==> config.mk <==
export PLATFORM = sky130hd
export DESIGN_NAME = link_reconnect_backoff_supervisor
export DESIGN_NICKNAME = d
export VERILOG_FILES = /design/src/hdl/lrbs_pkg.sv /design/src/hdl/link_reconnect_backoff_supervisor.sv
export SDC_FILE = /design/constraint.sdc
export NUM_CORES = 1
export LEC_CHECK = 0
export BUFFER_PORTS_ARGS = -buffer_cell sky130_fd_sc_hd__clkbuf_2
export CORE_UTILIZATION = 50
export DETAILED_ROUTE_END_ITERATION = 10
export GPL_TIMING_DRIVEN = 0
export PLACE_DENSITY_LB_ADDON = 0.25
export SYNTH_ARGS = -nofsm -noshare
export SYNTH_HDL_FRONTEND = slang
export SYNTH_SLANG_ARGS = --single-unit
==> constraint.sdc <==
create_clock -name clk -period 7.35 [get_ports clk]
set_input_delay 1.47 -clock clk [delete_from_list [all_inputs] [get_ports clk]]
set_output_delay 1.47 -clock clk [all_outputs]
set_load 0.01 [all_outputs]
==> src/hdl/lrbs_pkg.sv <==
// Package for the link reconnect backoff supervisor: widths, codes and beat types.
`default_nettype none
package lrbs_pkg;

	localparam int TIME_BITS    = 32;
	localparam int BACKOFF_BITS = 16;
	localparam int NEXT_BITS    = TIME_BITS + 1;
	localparam int FAIL_BITS    = 8;
	localparam int CFG_IDX_BITS = 3;
	localparam int CFG_DW       = 16;

	localparam logic [FAIL_BITS-1:0] FAIL_SAT = {FAIL_BITS{1'b1}};

	// configuration register indexes
	localparam logic [CFG_IDX_BITS-1:0] REG_BACKOFF_MIN    = 3'd0;
	localparam logic [CFG_IDX_BITS-1:0] REG_BACKOFF_MAX    = 3'd1;
	localparam logic [CFG_IDX_BITS-1:0] REG_BACKOFF_MAX_SU = 3'd2;
	localparam logic [CFG_IDX_BITS-1:0] REG_FAIL_ADVICE    = 3'd3;
	localparam logic [CFG_IDX_BITS-1:0] REG_SETTLE         = 3'd4;
	localparam logic [CFG_IDX_BITS-1:0] REG_SILENT         = 3'd5;
	localparam logic [CFG_IDX_BITS-1:0] REG_SEC_ENABLED    = 3'd6;

	// item kinds
	localparam logic KIND_TICK  = 1'b0;
	localparam logic KIND_RESET = 1'b1;

	// connect outcomes
	localparam logic [1:0] OUT_REQUESTED = 2'd0;
	localparam logic [1:0] OUT_BUSY      = 2'd1;
	localparam logic [1:0] OUT_TRANSIENT = 2'd2;
	localparam logic [1:0] OUT_REFUSED   = 2'd3;

	// reason codes
	localparam logic [3:0] RSN_UNKNOWN    = 4'd0;
	localparam logic [3:0] RSN_UNPAIRED   = 4'd1;
	localparam logic [3:0] RSN_LOCAL_PROF = 4'd2;
	localparam logic [3:0] RSN_REFUSING   = 4'd3;
	localparam logic [3:0] RSN_PARTIAL    = 4'd4;
	localparam logic [3:0] RSN_CONNECTING = 4'd5;
	localparam logic [3:0] RSN_DISABLED   = 4'd6;
	localparam logic [3:0] RSN_NO_BEARER  = 4'd7;
	localparam logic [3:0] RSN_SILENT     = 4'd8;
	localparam logic [3:0] RSN_WAITING    = 4'd9;
	localparam logic [3:0] RSN_BOTH_UP    = 4'd10;
	localparam logic [3:0] RSN_NONE       = 4'd11;

	// status flag bit positions
	localparam int FL_PRESENT   = 0;
	localparam int FL_PAIRED    = 1;
	localparam int FL_PRIMARY   = 2;
	localparam int FL_SECONDARY = 3;
	localparam int FL_OFFERED   = 4;
	localparam int FL_DIALLING  = 5;
	localparam int FLAG_BITS    = 6;

	typedef struct packed {
		logic                 kind;
		logic [TIME_BITS-1:0] now;
		logic                 session_up;
		logic                 peer_present;
		logic                 peer_paired;
		logic                 primary_up;
		logic                 secondary_offered;
		logic                 secondary_up;
		logic [1:0]           connect_outcome;
		logic                 dial_pending_before;
		logic                 dial_pending_after;
	} item_t;

	typedef struct packed {
		logic                    changed;
		logic                    out_present;
		logic                    out_paired;
		logic                    out_primary_up;
		logic                    out_secondary_up;
		logic                    out_secondary_offered;
		logic                    out_dialling;
		logic [BACKOFF_BITS-1:0] retry_delay;
		logic [3:0]              reason_code;
		logic                    primary_attempt;
		logic                    secondary_attempt;
	} result_t;

endpackage
`default_nettype wire

==> src/hdl/link_reconnect_backoff_supervisor.sv <==
// Top level of the link reconnect backoff supervisor.
//
// Tick and reset items arrive on the item channel (item_valid, item_stall,
// item); one result beat per item leaves on the result channel
// (result_valid, result_stall, result). An item is taken when valid is high
// and stall is low. The supervision state is updated in the cycle the item
// is taken and its result is registered in the output or skid register:
// one item per cycle while item_stall is low, set by the single update stage.
// Results sit in a two-entry output buffer: a stalled result beat holds in
// the output register while one more item is taken into the skid register;
// item_stall rises only while the skid register is full.
// Configuration is a plain write port (cfg_we, cfg_index, cfg_data); the user
// is to use it only while the block is idle, which the block does not enforce.
// Reset (arst_n low) clears the status, counters, timestamps and backoff,
// sets the reason to none, loads the default configuration and empties the
// output buffer.
`default_nettype none
module link_reconnect_backoff_supervisor
	import lrbs_pkg::*;
(
	input  wire logic                    clk,
	input  wire logic                    arst_n,
	input  wire logic                    cfg_we,
	input  wire logic [CFG_IDX_BITS-1:0] cfg_index,
	input  wire logic [CFG_DW-1:0]       cfg_data,
	input  wire logic                    item_valid,
	output logic                         item_stall,
	input  wire item_t                   item,
	output logic                         result_valid,
	input  wire logic                    result_stall,
	output result_t                      result
);

	logic [BACKOFF_BITS-1:0] bmin_q, bmax_q, bmax_su_q;
	logic [FAIL_BITS-1:0]    fail_adv_q;
	logic [15:0]             settle_q, silent_q;
	logic                    sec_en_q;

	logic [FLAG_BITS-1:0]    flags_q, flags_n;
	logic [BACKOFF_BITS-1:0] backoff_q, backoff_n;
	logic [3:0]              reason_q, reason_n;
	logic [FAIL_BITS-1:0]    fail_q, fail_n;
	logic                    down_v_q, down_v_n, up_v_q, up_v_n;
	logic [TIME_BITS-1:0]    down_t_q, down_t_n, up_t_q, up_t_n;
	logic [NEXT_BITS-1:0]    next_q, next_n;
	logic                    spent_q, spent_n;

	result_t res_n, main_q, skid_q;
	logic    main_v_q, skid_v_q;
	logic    take_in, take_out;

	logic                    present, paired, prim, offered, sec, prev_sec;
	logic                    pa, sa, refused, settled, silent;
	logic [BACKOFF_BITS-1:0] ceiling, b1, grown;
	logic [NEXT_BITS-1:0]    n1;
	logic [FAIL_BITS-1:0]    c1, c_inc;
	logic [BACKOFF_BITS:0]   dbl;

	function automatic logic elapsed(input logic [TIME_BITS-1:0] t_now,
			input logic [TIME_BITS-1:0] since, input logic [15:0] span);
		logic [TIME_BITS-1:0] diff;
		diff = t_now - since;
		return (t_now >= since) && (diff >= {{(TIME_BITS-16){1'b0}}, span});
	endfunction

	assign item_stall   = skid_v_q;
	assign take_in      = item_valid && !skid_v_q;
	assign result_valid = main_v_q;
	assign result       = main_q;
	assign take_out     = main_v_q && !result_stall;

	always_comb begin
		flags_n   = flags_q;
		backoff_n = backoff_q;
		reason_n  = reason_q;
		fail_n    = fail_q;
		down_v_n  = down_v_q;
		down_t_n  = down_t_q;
		up_v_n    = up_v_q;
		up_t_n    = up_t_q;
		next_n    = next_q;
		spent_n   = spent_q;
		pa        = 1'b0;
		sa        = 1'b0;
		present   = item.peer_present;
		paired    = item.peer_present && item.peer_paired;
		prim      = item.primary_up;
		offered   = item.secondary_offered;
		sec       = item.secondary_offered && item.secondary_up;
		prev_sec  = flags_q[FL_SECONDARY];
		ceiling   = sec ? bmax_su_q : bmax_q;
		b1        = backoff_q;
		n1        = next_q;
		c1        = fail_q;
		dbl       = '0;
		grown     = '0;
		c_inc     = '0;
		refused   = 1'b0;
		settled   = 1'b0;
		silent    = 1'b0;

		if (item.kind == KIND_RESET) begin
			fail_n    = '0;
			down_v_n  = 1'b0;
			down_t_n  = '0;
			up_v_n    = 1'b0;
			up_t_n    = '0;
			next_n    = '0;
			backoff_n = '0;
		end else begin
			flags_n = '0;
			flags_n[FL_DIALLING] = flags_q[FL_DIALLING];
			flags_n[FL_PRESENT]  = present;
			flags_n[FL_PAIRED]   = paired;
			if (!paired) begin
				up_v_n   = 1'b0;
				reason_n = present ? RSN_UNPAIRED : RSN_UNKNOWN;
			end else begin
				flags_n[FL_PRIMARY]   = prim;
				flags_n[FL_OFFERED]   = offered;
				flags_n[FL_SECONDARY] = sec;
				if (sec) begin
					down_v_n = 1'b0;
					flags_n[FL_DIALLING] = 1'b0;
				end else if (!down_v_q) begin
					down_v_n = 1'b1;
					down_t_n = item.now;
				end
				if (sec && !prev_sec) begin
					b1 = '0;
					n1 = '0;
					c1 = '0;
				end
				backoff_n = b1;
				next_n    = n1;
				fail_n    = c1;

				dbl   = {b1, 1'b0};
				if (b1 == '0) begin
					grown = bmin_q;
				end else if (dbl > {1'b0, ceiling}) begin
					grown = ceiling;
				end else begin
					grown = dbl[BACKOFF_BITS-1:0];
				end
				c_inc = (c1 == FAIL_SAT) ? c1 : c1 + 1'b1;

				if (!prim) begin
					up_v_n = 1'b0;
					if ({1'b0, item.now} >= n1) begin
						pa = 1'b1;
						case (item.connect_outcome)
							OUT_REQUESTED: begin
								backoff_n = '0;
								fail_n    = '0;
							end
							OUT_BUSY: begin
								backoff_n = grown;
							end
							OUT_TRANSIENT: begin
								fail_n    = c_inc;
								backoff_n = bmin_q;
							end
							OUT_REFUSED: begin
								fail_n    = c_inc;
								backoff_n = grown;
							end
							default: begin
								backoff_n = '0;
							end
						endcase
						if (item.connect_outcome == OUT_REQUESTED) begin
							next_n = '0;
						end else begin
							next_n = {1'b0, item.now}
								+ {{(NEXT_BITS-BACKOFF_BITS){1'b0}}, backoff_n};
						end
					end
					refused = fail_n >= fail_adv_q;
					if (refused && item.session_up) begin
						reason_n = RSN_LOCAL_PROF;
					end else if (refused && !sec) begin
						reason_n = RSN_REFUSING;
					end else if (sec) begin
						reason_n = RSN_PARTIAL;
					end else begin
						reason_n = RSN_CONNECTING;
					end
				end else begin
					if (!up_v_q) begin
						up_v_n = 1'b1;
						up_t_n = item.now;
					end
					backoff_n = '0;
					fail_n    = '0;
					if (!sec_en_q) begin
						reason_n = RSN_DISABLED;
					end else if (!offered) begin
						reason_n = RSN_NO_BEARER;
					end else if (!sec) begin
						settled = elapsed(item.now, up_t_n, settle_q);
						if (!spent_q && settled && !item.dial_pending_before) begin
							sa      = 1'b1;
							spent_n = 1'b1;
						end
						flags_n[FL_DIALLING] = item.dial_pending_after;
						silent = down_v_n && elapsed(item.now, down_t_n, silent_q);
						reason_n = silent ? RSN_SILENT : RSN_WAITING;
					end else begin
						reason_n = RSN_BOTH_UP;
					end
				end
			end
		end

		res_n.changed = (item.kind == KIND_TICK) && ((flags_n != flags_q)
			|| (backoff_n != backoff_q) || (reason_n != reason_q));
		res_n.out_present           = flags_n[FL_PRESENT];
		res_n.out_paired            = flags_n[FL_PAIRED];
		res_n.out_primary_up        = flags_n[FL_PRIMARY];
		res_n.out_secondary_up      = flags_n[FL_SECONDARY];
		res_n.out_secondary_offered = flags_n[FL_OFFERED];
		res_n.out_dialling          = flags_n[FL_DIALLING];
		res_n.retry_delay           = backoff_n;
		res_n.reason_code           = reason_n;
		res_n.primary_attempt       = pa;
		res_n.secondary_attempt     = sa;
	end

	always_ff @(posedge clk or negedge arst_n) begin
		if (!arst_n) begin
			bmin_q     <= 16'd2;
			bmax_q     <= 16'd300;
			bmax_su_q  <= 16'd60;
			fail_adv_q <= 8'd3;
			settle_q   <= 16'd5;
			silent_q   <= 16'd30;
			sec_en_q   <= 1'b1;
		end else if (cfg_we) begin
			case (cfg_index)
				REG_BACKOFF_MIN:    bmin_q     <= cfg_data;
				REG_BACKOFF_MAX:    bmax_q     <= cfg_data;
				REG_BACKOFF_MAX_SU: bmax_su_q  <= cfg_data;
				REG_FAIL_ADVICE:    fail_adv_q <= cfg_data[FAIL_BITS-1:0];
				REG_SETTLE:         settle_q   <= cfg_data;
				REG_SILENT:         silent_q   <= cfg_data;
				REG_SEC_ENABLED:    sec_en_q   <= cfg_data[0];
				default: begin
				end
			endcase
		end
	end

	always_ff @(posedge clk or negedge arst_n) begin
		if (!arst_n) begin
			flags_q   <= '0;
			backoff_q <= '0;
			reason_q  <= RSN_NONE;
			fail_q    <= '0;
			down_v_q  <= 1'b0;
			down_t_q  <= '0;
			up_v_q    <= 1'b0;
			up_t_q    <= '0;
			next_q    <= '0;
			spent_q   <= 1'b0;
		end else if (take_in) begin
			flags_q   <= flags_n;
			backoff_q <= backoff_n;
			reason_q  <= reason_n;
			fail_q    <= fail_n;
			down_v_q  <= down_v_n;
			down_t_q  <= down_t_n;
			up_v_q    <= up_v_n;
			up_t_q    <= up_t_n;
			next_q    <= next_n;
			spent_q   <= spent_n;
		end
	end

	// result buffer: output register plus one skid entry
	always_ff @(posedge clk or negedge arst_n) begin
		if (!arst_n) begin
			main_v_q <= 1'b0;
			skid_v_q <= 1'b0;
		end else if (take_out) begin
			if (skid_v_q) begin
				skid_v_q <= 1'b0;
			end else begin
				main_v_q <= take_in;
			end
		end else if (take_in) begin
			if (main_v_q) begin
				skid_v_q <= 1'b1;
			end else begin
				main_v_q <= 1'b1;
			end
		end
	end

	always_ff @(posedge clk) begin
		if (take_out) begin
			if (skid_v_q) begin
				main_q <= skid_q;
			end else if (take_in) begin
				main_q <= res_n;
			end
		end else if (take_in) begin
			if (main_v_q) begin
				skid_q <= res_n;
			end else begin
				main_q <= res_n;
			end
		end
	end

endmodule
`default_nettype wire

### Word-level counts from Yosys, hierarchy flattened

Cells that the tools add are included.

* register bits after elaboration: 283
* input port bits: 67
* output and inout bits: 31
* logic and storage cells: 211

* add/subtract/negate cells: 4
* $lt $le $gt $ge: 7
* eq/ne operators: 15
* muxes and demuxes: 96
* bitwise logic cells: 3
* reduce and logical (&&, ||, !) cells: 45

Operator list (count)
* $mux 32: 13
* $mux 33: 8
* $mux 16: 14
* $mux 29: 5
* $mux 8: 11
* $ge 32x16->1: 2
* $ge 32x32->1: 2
* $sub 32x32->32: 2
* $pmux 16 s3: 1
* $add 32x16->33: 1
* $ge 32x33->1: 1
* $mux 1: 33
* $mux 4: 6
* $reduce_and 2->1: 10
* $gt 17x16->1: 1
* $logic_not 16->1: 1
* $ne 16x16->1: 1
* $pmux 8 s2: 1
* $logic_and 1x1->1: 13
* $reduce_bool 2->1: 5
* $eq 3x3->1 const B: 3
* $reduce_and 3->1: 3
* $add 8x1->8 const B: 1
* $eq 8x8->1 const B: 1
* 19 further kinds: 31

### Logic depth before layout (Yosys ltp)

Gate-level depths: netlist (run 1).

* depth in word-level cells: 25
* mapped depth: 30
* mapped depth without buffers: 25

### Worst setup path before layout (run 1)

No wires, ideal clock.

* path type: input port to flip-flop
* start: input port item[4] (netlist name)
* end: register main_q, in the netlist result[28], data pin
* arrival time: 7.460 ns
* data required time: 7.076 ns
* path slack: -0.384 ns
* stages: 29
* cells stage by stage: buf_4 nand3b_4 clkbuf_1 clkbuf_1 clkbuf_1 clkbuf_1 nand2_1 ha_1 a21oi_1 nand2_1 nor3_1 a31oi_1 a31oi_1 clkbuf_1 clkbuf_1 clkbuf_1 o21ai_0 a21oi_1 ha_1 o211a_1 a221oi_1 o21ai_0 a221oi_1 o22ai_1 a22oi_1 and4_1 nand3_1 a2111oi_4 a31oi_1

* longest elaborated chain between the ends: 25
* elaborated cells between the ends (all ways): 77

Ends and longest elaborated chain
* from (decl): RTL line link_reconnect_backoff_supervisor.sv:28 `input wire item_t item,`
* $logic_and 1x1->1 (*): RTL line link_reconnect_backoff_supervisor.sv:89 `sec = item.secondary_offered && item.secondary_up;`
* parallel branches: the longest is 19 deep, another holds $sub 32x32->32
* $logic_or 1x1->1 (*): RTL line link_reconnect_backoff_supervisor.sv:217 `|| (backoff_n != backoff_q) || (reason_n != reason_q));`
* $logic_and 1x1->1 (*): RTL line link_reconnect_backoff_supervisor.sv:216 `res_n.changed = (item.kind == KIND_TICK) && ((flags_n != flags_q)`
* $mux 29 (on tied branches): RTL line link_reconnect_backoff_supervisor.sv:308, link_reconnect_backoff_supervisor.sv:304
* $mux 29 (on tied branches): RTL line link_reconnect_backoff_supervisor.sv:307, link_reconnect_backoff_supervisor.sv:302
* $mux 29 (*): RTL line link_reconnect_backoff_supervisor.sv:301 `if (take_out) begin`
* to (signal assigned): RTL line link_reconnect_backoff_supervisor.sv:303 `main_q <= skid_q;`
* to (signal assigned): RTL line link_reconnect_backoff_supervisor.sv:305 `main_q <= res_n;`
* to (signal assigned): RTL line link_reconnect_backoff_supervisor.sv:311 `main_q <= res_n;`
* to (decl): RTL line link_reconnect_backoff_supervisor.sv:48 `result_t res_n, main_q, skid_q;`

Mark *: on every way between the ends. The select of a mux whose other input is x is not followed.
A chain may end at the register's enable or synchronous reset.

### Worst setup path in the final report (run 1)

* start: input port item[5] (netlist name)
* end: register next_q[26]

* longest elaborated chain between the ends: 19
* elaborated cells between the ends (all ways): 25

Ends and longest elaborated chain
* $logic_and 1x1->1 (*): RTL line link_reconnect_backoff_supervisor.sv:89
* $logic_and 1x1->1: RTL line link_reconnect_backoff_supervisor.sv:129 `if (sec && !prev_sec) begin`
* $mux 16: RTL line link_reconnect_backoff_supervisor.sv:129
* $mux 16: RTL line link_reconnect_backoff_supervisor.sv:115 `if (!paired) begin`
* $mux 16: RTL line link_reconnect_backoff_supervisor.sv:102 `if (item.kind == KIND_RESET) begin`
* $gt 17x16->1: RTL line link_reconnect_backoff_supervisor.sv:141 `end else if (dbl > {1'b0, ceiling}) begin`
* $mux 16: RTL line link_reconnect_backoff_supervisor.sv:141
* $mux 16: RTL line link_reconnect_backoff_supervisor.sv:139 `if (b1 == '0) begin`
* [3 not listed]
* $mux 16: RTL line link_reconnect_backoff_supervisor.sv:115
* $mux 16: RTL line link_reconnect_backoff_supervisor.sv:102
* $add 32x16->33: RTL line link_reconnect_backoff_supervisor.sv:176 `+ {{(NEXT_BITS-BACKOFF_BITS){1'b0}}, backoff_n};`
* $mux 33: RTL line link_reconnect_backoff_supervisor.sv:172 `if (item.connect_outcome == OUT_REQUESTED) begin`
* $mux 33: RTL line link_reconnect_backoff_supervisor.sv:150 `if ({1'b0, item.now} >= n1) begin`
* $mux 33 (*): RTL line link_reconnect_backoff_supervisor.sv:148 `if (!prim) begin`
* $mux 33 (*): RTL line link_reconnect_backoff_supervisor.sv:115
* $mux 33 (*): RTL line link_reconnect_backoff_supervisor.sv:102
* to (signal assigned): RTL line link_reconnect_backoff_supervisor.sv:275 `next_q <= next_n;`
* to (decl): RTL line link_reconnect_backoff_supervisor.sv:45 `logic [NEXT_BITS-1:0] next_q, next_n;`

Every way passes the cells marked *; elsewhere a longest branch is shown, timed or not. The select of a mux whose other input is x is not followed.

==> flow_metrics.env, run 1 <==
export IMPL_synth_area_per_cell_sq_um=9.23
export IMPL_worstPathArrival_ns=7.62
export IMPL_cts_root_buf="clkbuf_16"
export IMPL_nNetsFinal=2561
export IMPL_cts_buffer_depth=3
export IMPL_r2r_slack_ns=0.67
export IMPL_max_slew_margin_pct=15.3
export IMPL_track_usage_pct=31.3
export IMPL_worstReg2RegEnd="result[28]$_DFFE_PP_"
export IMPL_grt_pass1_wl_mm=99.3
export IMPL_n_antenna_cell=0
export IMPL_fin_area_sq_um=23000
export IMPL_io_pins=98
export IMPL_path_class="primary input to flop"
export IMPL_synth_seq_area_share_pct=36.7
export IMPL_ys_warn_count=0
export IMPL_power_leakage_nw=10.3
export IMPL_fin_setup_tns_ns=0
export IMPL_ys_types=97
export IMPL_p_per_area_nw_per_um2=294
export IMPL_pwr_share_seq_pct=32.5
export IMPL_endpoint_kind="flop"
export IMPL_core_area_sq_um=39700
export IMPL_synth_area_sq_um=20100
export IMPL_dpl_cell_area_sq_um=21400
export IMPL_internal_power_mw=4.17
export IMPL_whs_ns=0.457
export IMPL_hold_viol_final=0
export IMPL_wirelength_mm=64.1
export IMPL_finalSetupViolCount=0
export IMPL_worstReg2RegStart="flags_q[3]$_DFFE_PN0P_"
export IMPL_hold_path_class="flop to flop"
export IMPL_fp_dieW_um=203
export IMPL_synth_most_common_cell="nand2_1"
export IMPL_crit_required_ns=7.79
export IMPL_rows=73
export IMPL_netlist_top_cells_count="288 x nand2_1, 204 x dfrtp_1, 168 x ha_1, 164 x o21ai_0, 116 x a21oi_1"
export IMPL_comb_power_share_pct=39.7
export IMPL_synth_edf_count=58
export IMPL_slew_viol_final=0
export IMPL_ys_seq_elements=283
export IMPL_pwr_share_clk_pct=27.8
export IMPL_syn2layout_area_growth_pct=14.0
export IMPL_fmax_ghz=0.139
export IMPL_switching_share_pct=38.2
export IMPL_endpoint="next_q[26]$_DFFE_PN0P_"
export IMPL_clk_pin_slew_worst_paths_ns=0.06
export IMPL_fin_crit_ns=7.18
export IMPL_reg2regPathDepth=28
export IMPL_synth_top_flop_cell="dfrtp_1"
export IMPL_tritoncts="built"
export IMPL_port_buffer_count=92
export IMPL_fin_crit_sh_pct=97.6
export IMPL_h_tree_depth=2
export IMPL_die_h_um=203
export IMPL_grt_max_degree=85
export IMPL_worst_pin_slew_ns=1.27
export IMPL_place_congestion=0.987
export IMPL_insertion_delay_ns=0.57
export IMPL_yosys_top_cells_area="dfrtp_1 25%, ha_1 10%, edfxtp_1 8.6%, mux2_2 5.8%, nand2_1 5.4%"
export IMPL_synthArstFlopShare_pct=79.5
export IMPL_drtPass1Iterations=8
export IMPL_numCtsBuffers=35
export IMPL_ir_drop_uv=189
export IMPL_routedWlPerCell_um=22.3
export IMPL_cts_sinks=283
export IMPL_holdBufCountCts=0
export IMPL_die_area_sq_um=41100
export IMPL_drc=0
export IMPL_grt_pass1_vias=17255
export IMPL_final_antenna_net_count=0
export IMPL_dp_hpwl_mm=48.6
export IMPL_yosysTopAreaCellShare_pct=25.3
export IMPL_syn_nets=2420
export IMPL_viasPerCell=6.23
export IMPL_syn_inst=2182
export IMPL_overflow=0
export IMPL_crit_start="item[5]"
export IMPL_switchingPower_mw=2.58
export IMPL_antenna_found_initial=0
export IMPL_startpoint_type="primary input"
export IMPL_drive_above_1_share_pct=15.8
export IMPL_holdCritStartpoint="spent_q$_DFFE_PN0P_"
export IMPL_power_total_mw=6.75
export IMPL_worst_path_max_fanout=10
export IMPL_initial_core_util_pct=50.7
export IMPL_synth_area_leader_cell="dfrtp_1"
export IMPL_dr_first_iter_drc_count=1502
export IMPL_worst_clock_skew_ns=0.0125
export IMPL_vias=17905
export IMPL_status="finished, final reports clean"
export IMPL_drv_cap=0
[registers in the layout (all words and copies together) (netlist names)]
register      count
backoff_q        16
bmax_q           16
bmax_su_q        16
bmin_q           16
down_t_q         32
down_v_q          1
fail_adv_q        8
fail_q            8
flags_q           6
item_stall        1
next_q           33
reason_q          4
result           29
result_valid      1
sec_en_q          1
settle_q         16
silent_q         16
skid_q           29
spent_q           1
up_t_q           32
up_v_q            1
[logic make-up (layout without fill, tap and decap cells)]
kind of cell	count (synthesis)	count (layout)	synth area share (%)
and+or+nand+nor	657	657	15.3
AOI/OAI and AO/OA	614	615	20.2
muxes	199	199	10.6
buffers and inverters	195	362	3.73
DFF	283	283	36.7
xor gates and xnor gates	63	63	2.74
adders and majority gates	171	171	10.7
[power by group through the flow]
stage | sequential, mW | clock [mW] | combinational [mW]
floorplan | 2.19 | 0 | 1.80
global placement | 2.20 | 0 | 2.51
detailed placement | 2.21 | 0 | 2.57
CTS | 2.19 | 1.90 | 2.62
global route | 2.23 | 1.96 | 2.94
finish | 2.19 | 1.88 | 2.68
[layout make-up]
class / instances / area (sq um)
plain buffers: 87 / 409
well taps: 525 / 657
repair buffers: 104 / 599
inverters: 107 / 402
multi-input cells: 1705 / 12200
clock buffers: 40 / 915
flip-flops and latches: 283 / 7400
clock inverters: 24 / 330
fillers: 3551 / 16800
[layer usage]
layer	global-route usage [%]	part of all wire, %
met5	0	0
met4	9.85	2.9
met3	4.67	7.5
met2	47.8	44
met1	45.4	46
[placed cells by master, fill, tap and decap left out, types with 7 or more instances in the layout]
cell type | synthesis | routed
nand2_1 | 288 | 288
dfrtp_1 | 204 | 204
ha_1 | 168 | 168
o21ai_0 | 164 | 161
a21oi_1 | 116 | 110
inv_1 | 106 | 106
nor2_1 | 107 | 105
mux2_2 | 103 | 103
clkbuf_2 | 0 | 96
mux2i_1 | 93 | 91
clkbuf_1 | 81 | 69
edfxtp_1 | 58 | 58
a21o_1 | 54 | 54
nand3_1 | 51 | 51
xnor2_1 | 43 | 43
nor3_1 | 43 | 42
o31ai_1 | 43 | 42
clkbuf_16 | 0 | 35
and3_1 | 33 | 33
nor2b_1 | 29 | 28
o21a_1 | 28 | 28
a31oi_1 | 30 | 27
a22o_1 | 21 | 21
dfstp_2 | 21 | 21
xor2_1 | 20 | 20
nand2b_1 | 18 | 18
o21ai_1 | 18 | 18
a211oi_1 | 18 | 18
buf_4 | 3 | 17
nand4_1 | 17 | 17
and2_1 | 15 | 15
o22ai_1 | 13 | 13
or3_1 | 10 | 10
o211ai_1 | 10 | 10
clkinv_2 | 0 | 8
a21oi_2 | 2 | 7
o21bai_1 | 7 | 7
o2111ai_1 | 7 | 7
[per-stage QoR]
stage | util [%] | setup WS, ns | instances
final | 57.8 | 0.174 | 2875
after global placement | 53.6 | -2.60 | 2799
after detailed placement | 53.8 | -2.51 | 2801
after floorplan | - | 0.0151 | 2182
after CTS | 57.4 | -0.00428 | 2871
after global routing | 57.8 | -0.0110 | 2875
[repair_timing]
action,CTS,global route
buffers inserted,6,4
gates cloned,0,1
endpoints found under the setup margin,33,16
resized for setup,38,35
pin swaps,6,8
[worst min path at each step]
stage,to,depth (start not counted)
final,spent_q$_DFFE_PN0P_,1
after global routing,up_t_q[2]$_DFFE_PN0P_,2
after CTS,spent_q$_DFFE_PN0P_,1
after detailed placement,spent_q$_DFFE_PN0P_,1
after global placement,spent_q$_DFFE_PN0P_,1
after floorplan,spent_q$_DFFE_PN0P_,1
[worst max-delay path, cell delays in order]
cell       delay [ns]
buf_4            0.24
nand3b_4         0.15
clkbuf_8         0.20
clkbuf_8         0.19
buf_4            0.20
and2_1           0.20
ha_1             0.31
and3_1           0.25
o2111ai_2        0.20
a311oi_4         0.39
o31ai_4          0.11
buf_6            0.17
mux2_1           0.38
a21oi_1          0.24
a21o_1           0.19
inv_1            0.08
fa_1             0.42
nor2b_1          0.15
o21ai_0          0.11
a21oi_1          0.21
o21ai_1          0.11
a21oi_2          0.21
o2111ai_1        0.26
a31oi_4          0.35
a2111oi_4        0.18
nor3_1           0.24
nor2_1           0.08
a221o_1          0.27
(Power assumes the default switching activity.)
==> run 2: changes to the inputs <==
--- a/config.mk
+++ b/config.mk
@@ -5,6 +5,7 @@
 export SDC_FILE = /design/constraint.sdc
 export NUM_CORES = 1
 export LEC_CHECK = 0
+export ABC_AREA = 1
 export BUFFER_PORTS_ARGS = -buffer_cell sky130_fd_sc_hd__clkbuf_2
 export CORE_UTILIZATION = 50
 export DETAILED_ROUTE_END_ITERATION = 10
==> flow_metrics.env, run 2 <==
export IMPL_status="finished, final reports clean"
export IMPL_tritoncts="built"
export IMPL_cts_setup_buffers=0
export IMPL_multi_input_area_sq_um=11900
export IMPL_syn2layout_area_growth_pct=11.1
export IMPL_hold_path_class="flop to flop"
export IMPL_layout_common_cells="751 x nand2_1, 379 x inv_1, 245 x nor2_1"
export IMPL_cts_buffer_depth=3
export IMPL_dp_hpwl_mm=52.4
export IMPL_synth_area_sq_um=21100
export IMPL_drv_cap=0
export IMPL_synth_top_flop_cell="dfrtp_1"
export IMPL_setup_slack_ns=0.412
export IMPL_routedWlPerCell_um=18.6
export IMPL_viasPerCell=5.68
export IMPL_top_regs="next_q (33), down_t_q (32), up_t_q (32)"
export IMPL_track_usage_pct=31.0
export IMPL_synth_area_per_cell_sq_um=7.36
export IMPL_seq_area_sq_um=7400
export IMPL_crit_required_ns=7.64
export IMPL_netlist_top_cells_count="751 x nand2_1, 379 x inv_1, 246 x nor2_1, 219 x o21ai_0, 204 x dfrtp_1"
export IMPL_startpoint_type="primary input"
export IMPL_n_fill_cell=3860
export IMPL_fin_crit_sh_pct=94.4
export IMPL_numCtsBuffers=35
export IMPL_synth_most_common_cell="nand2_1"
export IMPL_die_area_sq_um=43000
export IMPL_fin_crit_ns=6.94
export IMPL_insertion_delay_ns=0.56
export IMPL_crit_top_cell="nand2_1"
export IMPL_overflow=0
export IMPL_worst_pin_slew_ns=0.920
export IMPL_fin_cells=3557
export IMPL_worst_clock_skew_ns=0.0180
export IMPL_finalSetupViolCount=0
export IMPL_cts_sinks=283
export IMPL_grt_max_degree=110
export IMPL_holdBufCountCts=0
export IMPL_die_h_um=207
export IMPL_vias=20215
export IMPL_max_flop_register="next_q"
export IMPL_antenna_found_initial=1
export IMPL_core_area_sq_um=41200
export IMPL_endpoint_kind="flop"
export IMPL_dr_first_iter_drc_count=1920
export IMPL_final_antenna_net_count=0
export IMPL_synth_seq_area_share_pct=35.1
export IMPL_ys_warn_count=0
export IMPL_n_antenna_cell=0
export IMPL_io_pins=98
export IMPL_hold_viol_final=0
export IMPL_critical_path_slowest_cell="clkbuf_1"
export IMPL_ys_types=56
export IMPL_max_slew_margin_pct=38.6
export IMPL_cp_num_buf_inv=5
export IMPL_crit_cells=36
export IMPL_worst_path_max_fanout=10
export IMPL_port_buffer_count=95
export IMPL_largest_reg_flops=33
export IMPL_slew_viol_final=0
export IMPL_synth_edf_count=58
export IMPL_rsz0062_at_grt="false"
export IMPL_yosysTopAreaCellShare_pct=24.2
export IMPL_syn_nets=3101
export IMPL_dp_worst_setup_slack_ns=-0.738
export IMPL_cts_root_buf="clkbuf_16"
export IMPL_critPathTopFamily="simple AND/OR/NAND/NOR gates"
export IMPL_hold_depth=2
export IMPL_dpl_cell_count=3494
export IMPL_grt_pass1_vias=19299
export IMPL_clk_pin_slew_worst_paths_ns=0.06
export IMPL_p_per_area_nw_per_um2=295
export IMPL_r2r_slack_ns=1.13
export IMPL_cp_slowest_stage_delay_ns=0.48
export IMPL_syn_inst=2863
export IMPL_drc=0
export IMPL_h_tree_depth=2
export IMPL_ys_seq_elements=283
export IMPL_ir_drop_uv=176
export IMPL_initial_core_util_pct=51.1
export IMPL_fmax_ghz=0.144
export IMPL_path_class="primary input to flop"
export IMPL_synth_area_leader_cell="dfrtp_1"
export IMPL_synthArstFlopShare_pct=79.5
export IMPL_place_congestion=1.00
export IMPL_fp_dieW_um=207
export IMPL_grt_pass1_wl_mm=105
export IMPL_power_leakage_nw=11.7
export IMPL_yosys_top_cells_area="dfrtp_1 24%, nand2_1 13%, ha_1 10%, edfxtp_1 8.3%, inv_1 6.8%"
export IMPL_drive_above_1_share_pct=8.83
export IMPL_rows=74
export IMPL_drtPass1Iterations=6
export IMPL_wirelength_mm=66.3
export IMPL_reg2regPathDepth=37
export IMPL_worstPathArrival_ns=7.23
export IMPL_nNetsFinal=3237
export IMPL_final_common_cell="nand2_1"
[run 2: cell types whose count changed in the layout (fill, tap and decap cells not counted), moves of 49 or more]
cell,change
o21ai_0,+58
a21o_1,-51
mux2i_1,-49
nand3_1,+81
inv_1,+273
o22ai_1,+79
nor2_1,+140
nand2_1,+463
mux2_2,-74
[run 2: worst paths after layout]
check	startpoint	end
hold / removal	bmax_q[15]$_DFFE_PN0P_	bmax_q[15]$_DFFE_PN0P_
max in group asynchronous	arst_n	reason_q[0]$_DFFE_PN1P_
setup reg to reg	flags_q[3]$_DFFE_PN0P_	result[28]$_DFFE_PP_
hold reg to reg	bmax_q[15]$_DFFE_PN0P_	bmax_q[15]$_DFFE_PN0P_
setup / recovery	item[5]	result[28]$_DFFE_PP_
min in group asynchronous	arst_n	fail_adv_q[4]$_DFFE_PN0P_
[run 2: timing repair]
item,CTS,global route
endpoints found under the setup margin,2,3
pin swaps,0,0
gates resized for setup,1,8
[run 2: area by class of cell]
type,instances,share of cell area [%]
Sequential cell,283,31.6
Multi-Input combinational cell,2109,50.7
Tap cell,532,2.84
Clock buffer,43,4.00
Clock inverter,20,0.513
Timing Repair Buffer,99,2.54
Inverter,386,6.19
Buffer,85,1.66
[run 2: worst reg2reg max path: cells and delay by family, from the launching register on]
kind,cells,cell delay (ns)
adders and majority gates,2,0.65
and+or+nand+nor,26,3.07
DFF,1,0.46
AOI/OAI and AO/OA,3,0.55
buffers and inverters,6,1.23
[run 2: cells by family after synthesis]
kind of cell | Yosys count | synth area share (%)
AOI/OAI and AO/OA | 561 | 15.2
DFF | 283 | 35.1
and+or+nand+nor | 1238 | 24.3
muxes | 73 | 3.65
buffers and inverters | 471 | 8.68
xor gates and xnor gates | 66 | 2.74
adders and majority gates | 171 | 10.3
[run 2: layer usage]
metal | track usage [%] | part of all wire [%] | up-vias
li1 | - | - | 9814
met1 | 43.1 | 45 | 9547
met2 | 49.7 | 45 | 730
met3 | 4.27 | 6.5 | 122
met4 | 10.3 | 3.3 | 2
met5 | 0 | 0.020 | -
[run 2: per-stage QoR]
stage	cell area, sq um	utilization, %	hold WS (ns)	power [mW]	setup TNS [ns]
CTS	23400	56.8	0.482	6.90	0
floorplan	21100	-	0.444	4.35	0
global placement	22200	53.9	0.460	5.17	-1.22
finish	23400	56.8	0.482	6.92	0
global route	23400	56.8	0.500	7.41	0
detailed placement	22300	54.2	0.467	5.27	-1.49
[run 2: where the power goes]
| group | leakage [nW] | internal, mW | total [mW] | switching (mW) |
|---|---|---|---|---|
| sequential | 3.47 | 1.99 | 2.15 | 0.168 |
| clock | 0.508 | 0.911 | 1.61 | 0.702 |
| combinational | 7.74 | 1.13 | 3.15 | 2.02 |
| total | 11.7 | 4.03 | 6.92 | 2.89 |
